## src/hw/rtl/ssc_pkg.sv

```systemverilog
// Shared types, widths and constants of the stick sample conditioner.
// No dependencies; every other file refers to this package by scoped names.
package ssc_pkg;

  // Samples averaged per pin before a result is produced (1..7).
  localparam int AVG_COUNT = 5;

  localparam int SAMPLE_W = 12;
  localparam int SUM_W    = 15;
  localparam int CNT_W    = 3;
  localparam int VALUE_W  = 10;
  localparam int DB_W     = 9;

  // Floor division by AVG_COUNT as a multiply by a rounded-up reciprocal.
  // The shift covers the sum width plus the divisor bits, which is exact
  // for every 15-bit sum.
  localparam int AVG_SHIFT = SUM_W + CNT_W;
  localparam int RECIP_W   = AVG_SHIFT + 1;
  localparam int PROD_W    = SUM_W + RECIP_W;
  localparam logic [RECIP_W-1:0] AVG_RECIP =
    RECIP_W'((2 ** AVG_SHIFT + AVG_COUNT - 1) / AVG_COUNT);

  // Scaling by 1000/4096: multiply by 1000, then split at bit 12.
  localparam int SCALE_W     = 10;
  localparam int FRAC_W      = 12;
  localparam int SCALED_W    = SAMPLE_W + SCALE_W;
  localparam logic [SCALE_W-1:0] SCALE_MUL = SCALE_W'(1000);

  // Mapped values span -30..1030 and are held signed.
  localparam int MAP_W = 12;
  localparam logic signed [MAP_W-1:0] FULL_SCALE   = 12'sd1000;
  localparam logic signed [MAP_W-1:0] PITCH_SPAN   = 12'sd1030;
  localparam logic signed [MAP_W-1:0] PITCH_OFFSET = 12'sd30;
  localparam logic signed [MAP_W-1:0] ROLL_OFFSET  = 12'sd10;
  localparam logic signed [MAP_W-1:0] CENTRE       = 12'sd500;
  localparam logic signed [MAP_W-1:0] AXIS_LO      = 12'sd100;
  localparam logic signed [MAP_W-1:0] AXIS_HI      = 12'sd900;
  localparam logic signed [MAP_W-1:0] THROTTLE_LO  = 12'sd0;
  localparam logic signed [MAP_W-1:0] THROTTLE_HI  = 12'sd1000;
  localparam logic [SCALE_W-1:0]      PITCH_OFFSET_Q = SCALE_W'(30);

  // Configuration register indexes.
  localparam logic [1:0] REG_STICK_MODE      = 2'd0;
  localparam logic [1:0] REG_CENTER_DEADBAND = 2'd1;
  localparam logic [1:0] REG_THROTTLE_DB     = 2'd2;

  localparam logic       MODE_AMERICAN = 1'b0;
  localparam logic       MODE_JAPANESE = 1'b1;

  localparam logic [DB_W-1:0] CENTER_DB_RESET   = DB_W'(50);
  localparam logic [DB_W-1:0] THROTTLE_DB_RESET = DB_W'(0);

  typedef enum logic [1:0] {
    PIN_THROTTLE = 2'd0,
    PIN_PITCH    = 2'd1,
    PIN_YAW      = 2'd2,
    PIN_ROLL     = 2'd3
  } pin_t;

  typedef enum logic [1:0] {
    AXIS_ROLL     = 2'd0,
    AXIS_PITCH    = 2'd1,
    AXIS_YAW      = 2'd2,
    AXIS_THROTTLE = 2'd3
  } axis_t;

  // A completed sum handed from the accumulator to the arithmetic back end.
  typedef struct packed {
    pin_t             pin;
    logic [SUM_W-1:0] sum;
  } acc_item_t;

  typedef struct packed {
    logic            stick_mode;
    logic [DB_W-1:0] center_deadband;
    logic [DB_W-1:0] throttle_deadband;
  } cfg_t;

endpackage

```

## src/hw/rtl/ssc_if.sv

```systemverilog
// Valid/ready channel interfaces for the sample input and the result output.
// Depends on ssc_pkg for the field widths.
interface ssc_sample_if;
  logic                          valid;
  logic                          ready;
  logic [1:0]                    pin_channel;
  logic [ssc_pkg::SAMPLE_W-1:0]  sample;

  modport source (output valid, output pin_channel, output sample, input ready);
  modport sink   (input valid, input pin_channel, input sample, output ready);
endinterface

interface ssc_result_if;
  logic                          valid;
  logic                          ready;
  logic [1:0]                    axis;
  logic [ssc_pkg::VALUE_W-1:0]   stick_value;

  modport source (output valid, output axis, output stick_value, input ready);
  modport sink   (input valid, input axis, input stick_value, output ready);
endinterface

```

## src/hw/rtl/ssc_front.sv

```systemverilog
// Front end: per-pin sum and count accumulation; pushes completed sums.
// Depends on ssc_pkg and ssc_sample_if.
module ssc_front (
  input  logic                clk,
  input  logic                rst,
  ssc_sample_if.sink          samples,
  output logic                push_valid,
  input  logic                push_ready,
  output ssc_pkg::acc_item_t  push_item
);

  logic [ssc_pkg::SUM_W-1:0] sample_sum   [4];
  logic [ssc_pkg::CNT_W-1:0] sample_count [4];
  logic                      accept;
  logic [ssc_pkg::SUM_W-1:0] sum_next;
  logic [ssc_pkg::CNT_W-1:0] count_next;
  logic                      done;

  // An item is taken whenever the queue has room for a possible result.
  assign samples.ready = push_ready;
  assign accept        = samples.valid && samples.ready;

  // Running total and count for the addressed pin.
  always_comb begin
    sum_next   = sample_sum[samples.pin_channel] +
                 ssc_pkg::SUM_W'(samples.sample);
    count_next = sample_count[samples.pin_channel] + ssc_pkg::CNT_W'(1);
    done       = (count_next == ssc_pkg::CNT_W'(ssc_pkg::AVG_COUNT));
  end

  assign push_valid    = accept && done;
  assign push_item.pin = ssc_pkg::pin_t'(samples.pin_channel);
  assign push_item.sum = sum_next;

  // The pin's accumulator restarts once its average is complete.
  always_ff @(posedge clk) begin
    if (rst) begin
      for (int i = 0; i < 4; i++) begin
        sample_sum[i]   <= '0;
        sample_count[i] <= '0;
      end
    end else if (accept) begin
      if (done) begin
        sample_sum[samples.pin_channel]   <= '0;
        sample_count[samples.pin_channel] <= '0;
      end else begin
        sample_sum[samples.pin_channel]   <= sum_next;
        sample_count[samples.pin_channel] <= count_next;
      end
    end
  end

endmodule

```

## src/hw/rtl/ssc_queue.sv

```systemverilog
// Two-entry queue decoupling the accumulator from the arithmetic pipeline.
// Depends on ssc_pkg for the item type.
module ssc_queue (
  input  logic                clk,
  input  logic                rst,
  input  logic                push_valid,
  output logic                push_ready,
  input  ssc_pkg::acc_item_t  push_item,
  output logic                pop_valid,
  input  logic                pop_ready,
  output ssc_pkg::acc_item_t  pop_item
);

  ssc_pkg::acc_item_t entry [2];
  logic [1:0]         fill;
  logic               wr_ptr;
  logic               rd_ptr;
  logic               push;
  logic               pop;

  assign push_ready = (fill != 2'd2);
  assign pop_valid  = (fill != 2'd0);
  assign pop_item   = entry[rd_ptr];
  assign push       = push_valid && push_ready;
  assign pop        = pop_valid && pop_ready;

  // Pointers and occupancy.
  always_ff @(posedge clk) begin
    if (rst) begin
      fill   <= '0;
      wr_ptr <= 1'b0;
      rd_ptr <= 1'b0;
    end else begin
      if (push) begin
        wr_ptr <= ~wr_ptr;
      end
      if (pop) begin
        rd_ptr <= ~rd_ptr;
      end
      fill <= fill + {1'b0, push} - {1'b0, pop};
    end
  end

  // Entry storage.
  always_ff @(posedge clk) begin
    if (push) begin
      entry[wr_ptr] <= push_item;
    end
  end

endmodule

```

## src/hw/rtl/ssc_back.sv

```systemverilog
// Back end: divide, scale, map, deadband and clamp, four register stages.
// Depends on ssc_pkg and ssc_result_if.
module ssc_back (
  input  logic                clk,
  input  logic                rst,
  input  ssc_pkg::cfg_t       cfg,
  input  logic                pop_valid,
  output logic                pop_ready,
  input  ssc_pkg::acc_item_t  pop_item,
  ssc_result_if.source        results
);

  logic                               advance;

  logic                               s1_valid;
  ssc_pkg::pin_t                      s1_pin;
  logic [ssc_pkg::PROD_W-1:0]         s1_prod;

  logic                               s2_valid;
  ssc_pkg::pin_t                      s2_pin;
  logic [ssc_pkg::SCALED_W-1:0]       s2_scaled;

  logic                               s3_valid;
  ssc_pkg::axis_t                     s3_axis;
  logic                               s3_thro;
  logic signed [ssc_pkg::MAP_W-1:0]   s3_value;

  logic                               out_valid;
  ssc_pkg::axis_t                     out_axis;
  logic [ssc_pkg::VALUE_W-1:0]        out_value;

  logic [ssc_pkg::SAMPLE_W-1:0]       avg;
  logic [ssc_pkg::SCALE_W-1:0]        whole;
  logic signed [ssc_pkg::MAP_W-1:0]   whole_s;
  logic signed [ssc_pkg::MAP_W-1:0]   frac_up;
  logic signed [ssc_pkg::MAP_W-1:0]   map_value;
  ssc_pkg::axis_t                     map_axis;
  logic                               map_thro;

  logic signed [ssc_pkg::MAP_W:0]     diff;
  logic [ssc_pkg::MAP_W:0]            mag;
  logic [ssc_pkg::DB_W-1:0]           db;
  logic signed [ssc_pkg::MAP_W-1:0]   banded;
  logic signed [ssc_pkg::MAP_W-1:0]   lo;
  logic signed [ssc_pkg::MAP_W-1:0]   hi;
  logic signed [ssc_pkg::MAP_W-1:0]   clamped;

  // The whole pipeline moves unless a finished item waits at the output.
  assign advance   = !out_valid || results.ready;
  assign pop_ready = advance;

  assign results.valid       = out_valid;
  assign results.axis        = out_axis;
  assign results.stick_value = out_value;

  assign avg = s1_prod[ssc_pkg::AVG_SHIFT +: ssc_pkg::SAMPLE_W];

  // Mode mapping on the scaled value; whole part and a round-up flag
  // give truncation toward zero for the subtracting cases.
  always_comb begin
    whole   = s2_scaled[ssc_pkg::FRAC_W +: ssc_pkg::SCALE_W];
    whole_s = ssc_pkg::MAP_W'(whole);
    frac_up = ssc_pkg::MAP_W'(|s2_scaled[ssc_pkg::FRAC_W-1:0]);
    map_value = whole_s;
    map_axis  = ssc_pkg::AXIS_YAW;
    map_thro  = 1'b0;
    unique case (s2_pin)
      ssc_pkg::PIN_THROTTLE: begin
        if (cfg.stick_mode == ssc_pkg::MODE_AMERICAN) begin
          map_value = ssc_pkg::FULL_SCALE - whole_s - frac_up;
          map_axis  = ssc_pkg::AXIS_THROTTLE;
          map_thro  = 1'b1;
        end else begin
          map_value = ssc_pkg::PITCH_SPAN - whole_s - frac_up;
          map_axis  = ssc_pkg::AXIS_PITCH;
        end
      end
      ssc_pkg::PIN_PITCH: begin
        if (cfg.stick_mode == ssc_pkg::MODE_AMERICAN) begin
          // Below zero the quotient truncates upwards.
          map_value = whole_s - ssc_pkg::PITCH_OFFSET +
                      ((whole < ssc_pkg::PITCH_OFFSET_Q) ? frac_up : '0);
          map_axis  = ssc_pkg::AXIS_PITCH;
        end else begin
          map_value = whole_s;
          map_axis  = ssc_pkg::AXIS_THROTTLE;
          map_thro  = 1'b1;
        end
      end
      ssc_pkg::PIN_YAW: begin
        map_value = whole_s;
        map_axis  = ssc_pkg::AXIS_YAW;
      end
      ssc_pkg::PIN_ROLL: begin
        map_value = whole_s + ssc_pkg::ROLL_OFFSET;
        map_axis  = ssc_pkg::AXIS_ROLL;
      end
      default: begin
        map_value = whole_s;
        map_axis  = ssc_pkg::AXIS_YAW;
      end
    endcase
  end

  // Deadband around the centre, then the axis clamp.
  always_comb begin
    db   = s3_thro ? cfg.throttle_deadband : cfg.center_deadband;
    diff = {s3_value[ssc_pkg::MAP_W-1], s3_value} - {1'b0, ssc_pkg::CENTRE};
    mag  = diff[ssc_pkg::MAP_W] ? (ssc_pkg::MAP_W+1)'(-diff)
                                : (ssc_pkg::MAP_W+1)'(diff);
    banded = (mag > (ssc_pkg::MAP_W+1)'(db)) ? s3_value : ssc_pkg::CENTRE;
    lo = s3_thro ? ssc_pkg::THROTTLE_LO : ssc_pkg::AXIS_LO;
    hi = s3_thro ? ssc_pkg::THROTTLE_HI : ssc_pkg::AXIS_HI;
    priority if (banded < lo) begin
      clamped = lo;
    end else if (banded > hi) begin
      clamped = hi;
    end else begin
      clamped = banded;
    end
  end

  // Stage valid flags.
  always_ff @(posedge clk) begin
    if (rst) begin
      s1_valid  <= 1'b0;
      s2_valid  <= 1'b0;
      s3_valid  <= 1'b0;
      out_valid <= 1'b0;
    end else if (advance) begin
      s1_valid  <= pop_valid;
      s2_valid  <= s1_valid;
      s3_valid  <= s2_valid;
      out_valid <= s3_valid;
    end
  end

  // Stage payloads: reciprocal multiply, scale multiply, map, condition.
  always_ff @(posedge clk) begin
    if (advance) begin
      s1_pin    <= pop_item.pin;
      s1_prod   <= ssc_pkg::PROD_W'(pop_item.sum * ssc_pkg::AVG_RECIP);
      s2_pin    <= s1_pin;
      s2_scaled <= ssc_pkg::SCALED_W'(avg * ssc_pkg::SCALE_MUL);
      s3_axis   <= map_axis;
      s3_thro   <= map_thro;
      s3_value  <= map_value;
      out_axis  <= s3_axis;
      out_value <= clamped[ssc_pkg::VALUE_W-1:0];
    end
  end

endmodule

```

## src/hw/rtl/stick_sample_conditioner.sv

```systemverilog
// Stick sample conditioner top level: configuration registers and wiring.
// Depends on ssc_pkg, ssc_if, ssc_front, ssc_queue and ssc_back.
//
// Accepts one pin-tagged 12-bit sample per clock and keeps a sum and count
// for each of the four pins; every fifth sample of a pin (AVG_COUNT) yields
// one result, its floor average scaled by 1000/4096, mapped by stick mode,
// deadbanded about 500 and clamped. A result passes through the queue and
// the arithmetic pipeline and stays on the output until taken. Throughput
// is one sample per cycle; the input stalls only when the two-entry queue
// between the accumulator and the four-stage arithmetic pipeline is full,
// which happens only while the output is held off. Configuration is written
// through cfg_we, cfg_index and cfg_data; the user must write it only while
// the block is idle, which the block does not enforce; index 3 is ignored.
module stick_sample_conditioner (
  input  logic                     clk,
  input  logic                     rst,
  input  logic                     cfg_we,
  input  logic [1:0]               cfg_index,
  input  logic [ssc_pkg::DB_W-1:0] cfg_data,
  ssc_sample_if.sink               samples,
  ssc_result_if.source             results
);

  ssc_pkg::cfg_t      cfg;
  logic               push_valid;
  logic               push_ready;
  ssc_pkg::acc_item_t push_item;
  logic               pop_valid;
  logic               pop_ready;
  ssc_pkg::acc_item_t pop_item;

  // Configuration registers.
  always_ff @(posedge clk) begin
    if (rst) begin
      cfg.stick_mode        <= ssc_pkg::MODE_AMERICAN;
      cfg.center_deadband   <= ssc_pkg::CENTER_DB_RESET;
      cfg.throttle_deadband <= ssc_pkg::THROTTLE_DB_RESET;
    end else if (cfg_we) begin
      unique case (cfg_index)
        ssc_pkg::REG_STICK_MODE:      cfg.stick_mode        <= cfg_data[0];
        ssc_pkg::REG_CENTER_DEADBAND: cfg.center_deadband   <= cfg_data;
        ssc_pkg::REG_THROTTLE_DB:     cfg.throttle_deadband <= cfg_data;
        default: begin
        end
      endcase
    end
  end

  ssc_front u_front (
    .clk        (clk),
    .rst        (rst),
    .samples    (samples),
    .push_valid (push_valid),
    .push_ready (push_ready),
    .push_item  (push_item)
  );

  ssc_queue u_queue (
    .clk        (clk),
    .rst        (rst),
    .push_valid (push_valid),
    .push_ready (push_ready),
    .push_item  (push_item),
    .pop_valid  (pop_valid),
    .pop_ready  (pop_ready),
    .pop_item   (pop_item)
  );

  ssc_back u_back (
    .clk       (clk),
    .rst       (rst),
    .cfg       (cfg),
    .pop_valid (pop_valid),
    .pop_ready (pop_ready),
    .pop_item  (pop_item),
    .results   (results)
  );

endmodule

```

## src/flat_wrapper.sv

```systemverilog
// flat-port wrapper written by rule: the top's interface ports become plain ports
module stick_sample_conditioner_flat 
  (clk, rst, cfg_we, cfg_index, cfg_data, samples_valid, samples_pin_channel, samples_sample, samples_ready, results_valid, results_axis, results_stick_value, results_ready);
  ssc_sample_if samples_i ();
  ssc_result_if results_i ();
  input  logic clk;
  input  logic rst;
  input  logic cfg_we;
  input  logic [1:0] cfg_index;
  input  logic [ssc_pkg::DB_W-1:0] cfg_data;
  input wire logic [$bits(samples_i.valid)-1:0] samples_valid;
  input wire logic [$bits(samples_i.pin_channel)-1:0] samples_pin_channel;
  input wire logic [$bits(samples_i.sample)-1:0] samples_sample;
  output wire logic [$bits(samples_i.ready)-1:0] samples_ready;
  output wire logic [$bits(results_i.valid)-1:0] results_valid;
  output wire logic [$bits(results_i.axis)-1:0] results_axis;
  output wire logic [$bits(results_i.stick_value)-1:0] results_stick_value;
  input wire logic [$bits(results_i.ready)-1:0] results_ready;
  assign samples_i.valid = samples_valid;
  assign samples_i.pin_channel = samples_pin_channel;
  assign samples_i.sample = samples_sample;
  assign samples_ready = samples_i.ready;
  assign results_valid = results_i.valid;
  assign results_axis = results_i.axis;
  assign results_stick_value = results_i.stick_value;
  assign results_i.ready = results_ready;
  stick_sample_conditioner u_core (.clk(clk), .rst(rst), .cfg_we(cfg_we), .cfg_index(cfg_index), .cfg_data(cfg_data), .samples(samples_i), .results(results_i));
endmodule
```

## config.mk

```make
export PLATFORM = sky130hd
export DESIGN_NAME = stick_sample_conditioner_flat
export DESIGN_NICKNAME = d
export VERILOG_FILES = /design/src/hw/rtl/ssc_pkg.sv /design/src/hw/rtl/ssc_if.sv /design/src/hw/rtl/ssc_front.sv /design/src/hw/rtl/ssc_queue.sv /design/src/hw/rtl/ssc_back.sv /design/src/hw/rtl/stick_sample_conditioner.sv /design/src/flat_wrapper.sv
export SDC_FILE = /design/constraint.sdc
export NUM_CORES = 1
export LEC_CHECK = 0
export ABC_AREA = 0
export BUFFER_PORTS_ARGS = -buffer_cell sky130_fd_sc_hd__buf_2
export CORE_UTILIZATION = 50
export DETAILED_ROUTE_END_ITERATION = 8
export PLACE_DENSITY_LB_ADDON = 0.08
export SLEW_MARGIN = 20
export SYNTH_ARGS = -nofsm -noshare
export SYNTH_HDL_FRONTEND = slang
export SYNTH_SLANG_ARGS = --single-unit
```

## constraint.sdc

```tcl
create_clock -name clk -period 8.75 [get_ports clk]
set_clock_uncertainty 0.15 [all_clocks]
set_input_delay 0.4375 -clock clk [delete_from_list [all_inputs] [get_ports clk]]
set_output_delay 0.4375 -clock clk [all_outputs]
set_load 0.01 [all_outputs]
```

# ---- Word level (Yosys, flattened, before mapping)
# Memories as Yosys holds them, arrays and structs flattened. A register that Yosys moved wholly into a read port is not among the register bits.
# Index checks and enable logic that the tools add are counted.
dict set report classes {
  addsub 13
  n_mul 2
  div 0
  n_lt_le_gt_ge 4
  n_eq_ne 7
  shifts 0
  muxes 39
  n_bitwise 4
  n_reduce_logical 15
}
# cell count
set ops {}
lappend ops {{12-bit case mux with 4 select lines} 1}
lappend ops {{12-bit two-way mux} 3}
lappend ops {{15-bit by 16-bit multiplier with 30-bit output (second input constant)} 1}
lappend ops {{15-bit two-way mux} 2}
lappend ops {{10-bit two-way mux} 2}
lappend ops {{12-bit by 7-bit multiplier with 19-bit output (second input constant)} 1}
lappend ops {{1-bit two-way mux} 19}
lappend ops {{15-bit by 12-bit adder with 15-bit output} 1}
lappend ops {{15-bit OR reduction} 1}
lappend ops {{7-bit two-way mux} 2}
lappend ops {{13-bit by 9-bit > comparator with 1-bit output} 1}
lappend ops {{13-bit two-way mux} 1}
lappend ops {{13-bit negator} 1}
lappend ops {{12-bit by 10-bit subtractor with 13-bit output (second input constant)} 1}
lappend ops {{11-bit by 2-bit adder with 12-bit output} 1}
lappend ops {{12-bit by 11-bit > comparator with 1-bit output} 1}
lappend ops {{12-bit by 8-bit < comparator with 1-bit output} 1}
lappend ops {{11-bit by 10-bit subtractor with 12-bit output (first input constant)} 1}
lappend ops {{11-bit by 2-bit subtractor with 12-bit output} 1}
lappend ops {{12-bit by 2-bit subtractor with 12-bit output} 1}
lappend ops {{10-bit by 4-bit adder with 11-bit output (second input constant)} 1}
lappend ops {{10-bit by 10-bit subtractor with 11-bit output (first input constant)} 1}
lappend ops {{10-bit by 5-bit subtractor with 11-bit output (second input constant)} 1}
lappend ops {{10-bit by 5-bit < comparator with 1-bit output (second input constant)} 1}
lappend ops {{other kinds (22)} 37}
dict set report totals {
  regBits 107
  latch_bits 0
  ram_bits 106
  romBits 0
  input_bits 30
  out_inout_bits 14
  word_cells 106
  n_memories 3
}
# memory words word_bits read_ports rd_clocked_by_memory_dff write_ports line_no
set mem_list {}
lappend mem_list {u_core.u_front.sample_sum 4 15 1 0 4 ssc_front.sv:12} ;# logic [ssc_pkg::SUM_W-1:0] sample_sum [4];
lappend mem_list {u_core.u_queue.entry 2 17 1 1 1 ssc_queue.sv:14} ;# ssc_pkg::acc_item_t entry [2];
lappend mem_list {u_core.u_front.sample_count 4 3 1 0 4 ssc_front.sv:13} ;# logic [ssc_pkg::CNT_W-1:0] sample_count [4];

# ---- Depth between registers and ports, before layout
# An unclocked memory read counts as a cell.
dict set report depth {
  word_depth 10
  mapped_depth 25
}

# ---- Cells and area by module
# Synthesis repeated with hierarchy kept, for this count alone.
dict set report unflattened {
  hier_cells 1496
  area_unflattened_um2 16519.6
}
# module instances cells_each area_per_inst_um2
set modules_own_cells {}
lappend modules_own_cells {ssc_back 1 1020 10206.0}
lappend modules_own_cells {ssc_front 1 320 3980.1}
lappend modules_own_cells {ssc_queue 1 77 1510.2}
lappend modules_own_cells {stick_sample_conditioner 1 79 823.3}

# ---- Least setup slack after synthesis
# OpenSTA, ideal clock, no wires.
dict set report synth_timing {
  path_kind {flip-flop to flip-flop}
  startpoint {register with a tool-made name}
  endpoint {register u_core.u_back.s1_prod[29] in the netlist's numbering, data pin}
  setup_ns 0.265
  arrival_time_ns 5.825
  t_required_ns 8.335
  path_slack_ns 2.510
  stages_incl_launch_ff 22
  period_less_slack_ns 6.240
  path_cell_list {dfxtp_1 buf_2 buf_1 mux2i_1 inv_1 ha_1 fa_1 inv_1 fa_1 inv_1 fa_1 fa_1 ha_1 ha_1 a2111oi_0 o21ai_0 o21ai_1 a31oi_2 o31ai_2 a31oi_1 o2111ai_1 nand3_1}
}
# item line_no
set synth_rtl {}
lappend synth_rtl {{to (signal assigned)} ssc_back.sv:142} ;# s1_prod <= ssc_pkg::PROD_W'(pop_item.sum * ssc_pkg::AVG_RECIP);
lappend synth_rtl {{to (decl)} ssc_back.sv:17} ;# logic [ssc_pkg::PROD_W-1:0] s1_prod;

==> impl_metrics.py <==
metrics = {
    "status": {
        "outcome": "finished clean",
    },
    "clock_tree": {
        "cts_tree": "yes",
        "postCtsHoldBufs": 0,
        "post_cts_buffers": 0,
        "cts-htree-levels": 4,
        "cts_inserted_buffers": 17,
        "path_clk_slew_ps": 80,
        "worstSkewPairLatency_ps": 450,
        "clockBufferDepth": 2,
        "ctsResizeCount": 0,
        "cts_sinks": 196,
        "clockRootBuffer": "clkbuf_16",
    },
    "synth": {
        "ys_seq_elements": 196,
        "async_reset_ff_share_pct": 0,
        "ys_types": 75,
        "synth.most_common_cell": "ha_1",
        "synth_edf_count": 168,
        "synth_area_leaders": "edfxtp_1, ha_1, fa_1",
        "synth_common_cells": "ha_1, inv_1, edfxtp_1",
        "synth_flop_cell": "edfxtp_1",
        "synth_top_area_share_pct": 31.3,
        "syn_area_sq_um": 16100,
        "syn_avg_cell_area_sq_um": 10.9,
        "synth_nets": 1835,
        "synth_top_cell_by_area": "edfxtp_1",
        "synth_warnings": 0,
        "ys_seq_area_share_pct": 34.7,
        "postSynthCellCount": 1486,
    },
    "timing": {
        "min_period_over_period_pct": 77.3,
        "finalSetupViolCount": 0,
        "final_hold_viol_count": 0,
        "relSlewSlack_pct": 27.7,
        "fmax_ghz": 0.148,
        "slew_violations": 0,
        "tns_ps": 0,
        "period_minus_slack_ps": 6760,
        "rsz0062_at_grt": "no",
        "worst_slew_pin_slew_ps": 1080,
    },
    "detailed_routing": {
        "wire_per_inst_um": 16.6,
        "drt_iter0_drc": 523,
        "vias_per_cell": 5.44,
        "dr.pass1.iters": 5,
        "drt_drc_violations_left": 0,
        "postRouteAntennaNets": 0,
        "routed_wl_um": 32000,
        "num_vias": 10500,
    },
    "cells_and_area": {
        "layout-drive-gt1-share_pct": 9.00,
        "diodes": 0,
        "seq_area_sq_um": 5610,
        "fillers": 2746,
        "fin_nets": 1858,
        "syn2layout_area_growth_pct": 7.35,
        "multiInputGateArea_sq_um": 9630,
    },
    "setup_path": {
        "timing_worst_setup_path_type": "flip-flop to flip-flop",
        "required_ps": 8780,
        "crit_family": "adder cells",
        "crit_path_end_kind": "flip-flop",
        "cp_common_cell": "fa_1",
        "crit_path_cell_trace": "mux2i_1, inv_1, ha_1, fa_1, inv_1, fa_1, inv_1, fa_1, fa_1, ha_1, ha_1, a2111oi_0, o21ai_0, o21ai_1, a31oi_2, o31ai_2, a31oi_1, o2111ai_1, nand3_1",
        "cpMaxStageDelayCell": "dfxtp_1",
        "crit_fanout": 19,
        "r2r_cells": 19,
        "crit_path_start_kind": "flip-flop",
        "path_buf_inv": 3,
        "slowest_delay_ps": 920,
        "ff2ff_setup_slack_ps": 1990,
        "regToRegEndpoint": "u_core.u_back.s1_prod[29]",
        "cp.arrival_ps": 6800,
        "cp.depth": 19,
    },
    "floorplan": {
        "start_util_pct": 51.0,
        "die-area_sq_um": 33000,
        "ioPinCount": 44,
        "die_w_um": 182,
        "num_rows": 65,
        "coreArea_sq_um": 31600,
        "die_y_um": 182,
    },
    "grt": {
        "grt_first_pass_wirelength_um": 53500,
        "grt-ovfl-total": 0,
        "met2_usage_pct": 34.7,
        "use_met1_pct": 27.5,
        "gr-usage-met3_pct": 3.05,
        "top_usage_layer": "met2",
        "grt_pass1_vias": 10600,
        "grt_max_degree": 65,
        "track_usage_pct": 20.5,
        "antenna_found_initial": 0,
    },
    "placed_design": {
        "place_congestion": 0.877,
        "port_buffers": 43,
        "post-dp-hpwl_um": 24700,
    },
    "min_path": {
        "whs_endpoint": "u_core.cfg[11]",
        "min_path_cells": 3,
        "min_from": "cfg_data[2]",
        "hp-class": "primary input to flip-flop",
    },
    "run": {
        "maxCapViolCount": 0,
    },
}
[cell type report]
type | count | share of cell area, %
Sequential cell | 196 | 32.4
Clock inverter | 15 | 1.06
Timing Repair Buffer | 49 | 1.50
Inverter | 189 | 4.10
Multi-Input combinational cell | 1056 | 55.6
Clock buffer | 17 | 2.46
Tap cell | 402 | 2.90
[worst max-delay path by stage]
stage | slack (ps) | to | from
3_5_place_dp | 1900 | u_core.u_back.s1_prod[29] | flip-flop
5_1_grt | 1490 | u_core.u_back.s1_prod[29] | flip-flop
6_report | 1990 | u_core.u_back.s1_prod[29] | flip-flop
2_1_floorplan | 2510 | u_core.u_back.s1_prod[29] | flip-flop
4_1_cts | 1900 | u_core.u_back.s1_prod[29] | flip-flop
3_3_place_gp | 2030 | u_core.u_back.s1_prod[29] | flip-flop
[logic make-up (layout without fill, tap and decap cells)]
group	count (synthesis)	in the layout	synth area share (%)
adder cells (fa/ha/maj)	320	320	29.4
multiplexers	65	65	5.61
flip-flops	196	196	34.7
AND/OR/NAND/NOR	342	342	9.82
buffers and inverters	234	270	5.57
XOR/XNOR	93	93	5.09
AO/OA/AOI/OAI	236	236	9.76
[registers in the layout (all words and copies together), names as in the netlist, 2 cells and up, named ones only]
register and cells:
u_core.u_queue.entry 34, u_core.u_back.s1_pin 2, u_core.u_back.s3_axis 2, u_core.u_front.sample_count 12, u_core.u_back.results.stick_value 10, u_core.u_back.s2_pin 2
u_core.u_back.s3_value 12, u_core.u_front.sample_sum 60, u_core.u_back.s1_prod 12, u_core.u_queue.fill 2, u_core.u_back.s2_scaled 19, u_core.u_back.results.axis 2
u_core.cfg 19
[per-layer routing]
layer / vias up / wire, um
met5: - / 0
met4: 0 / 422
met3: 30 / 847
met2: 141 / 15400
met1: 5049 / 15300
li1: 5250 / -
[worst min-delay path: stages]
cell	delay, ps
buf_2	90
mux2i_1	50
nor2_1	70
[stage by stage]
stage	instance area (sq um)	hold slack [ps]	util [%]	setup WS (ps)	std cells
3_5_place_dp	16700	256	52.8	1900	1892
5_1_grt	17300	76.4	54.8	1490	1924
6_report	17300	91.6	54.8	1990	1924
3_3_place_gp	16700	254	52.8	2030	1892
2_1_floorplan	16100	250	-	2510	1486
4_1_cts	17300	69.4	54.7	1900	1924
[cell usage in the layout (no fill, tap or decap), types with 15 or more instances in the layout]
master / n
mux2i_1: 32
xor2_1: 26
dfxtp_1: 28
inv_1: 187
nand3_1: 19
buf_2: 43
mux4_2: 19
nor2_1: 131
clkbuf_16: 17
nand2_1: 70
ha_1: 220
o21ai_0: 41
fa_1: 99
nor3_1: 42
xnor2_1: 66
edfxtp_1: 168
a211oi_1: 15
a21oi_1: 66
Power is not shown: default switching activity piles up to over one toggle a cycle in this logic, so the estimate is an artifact.
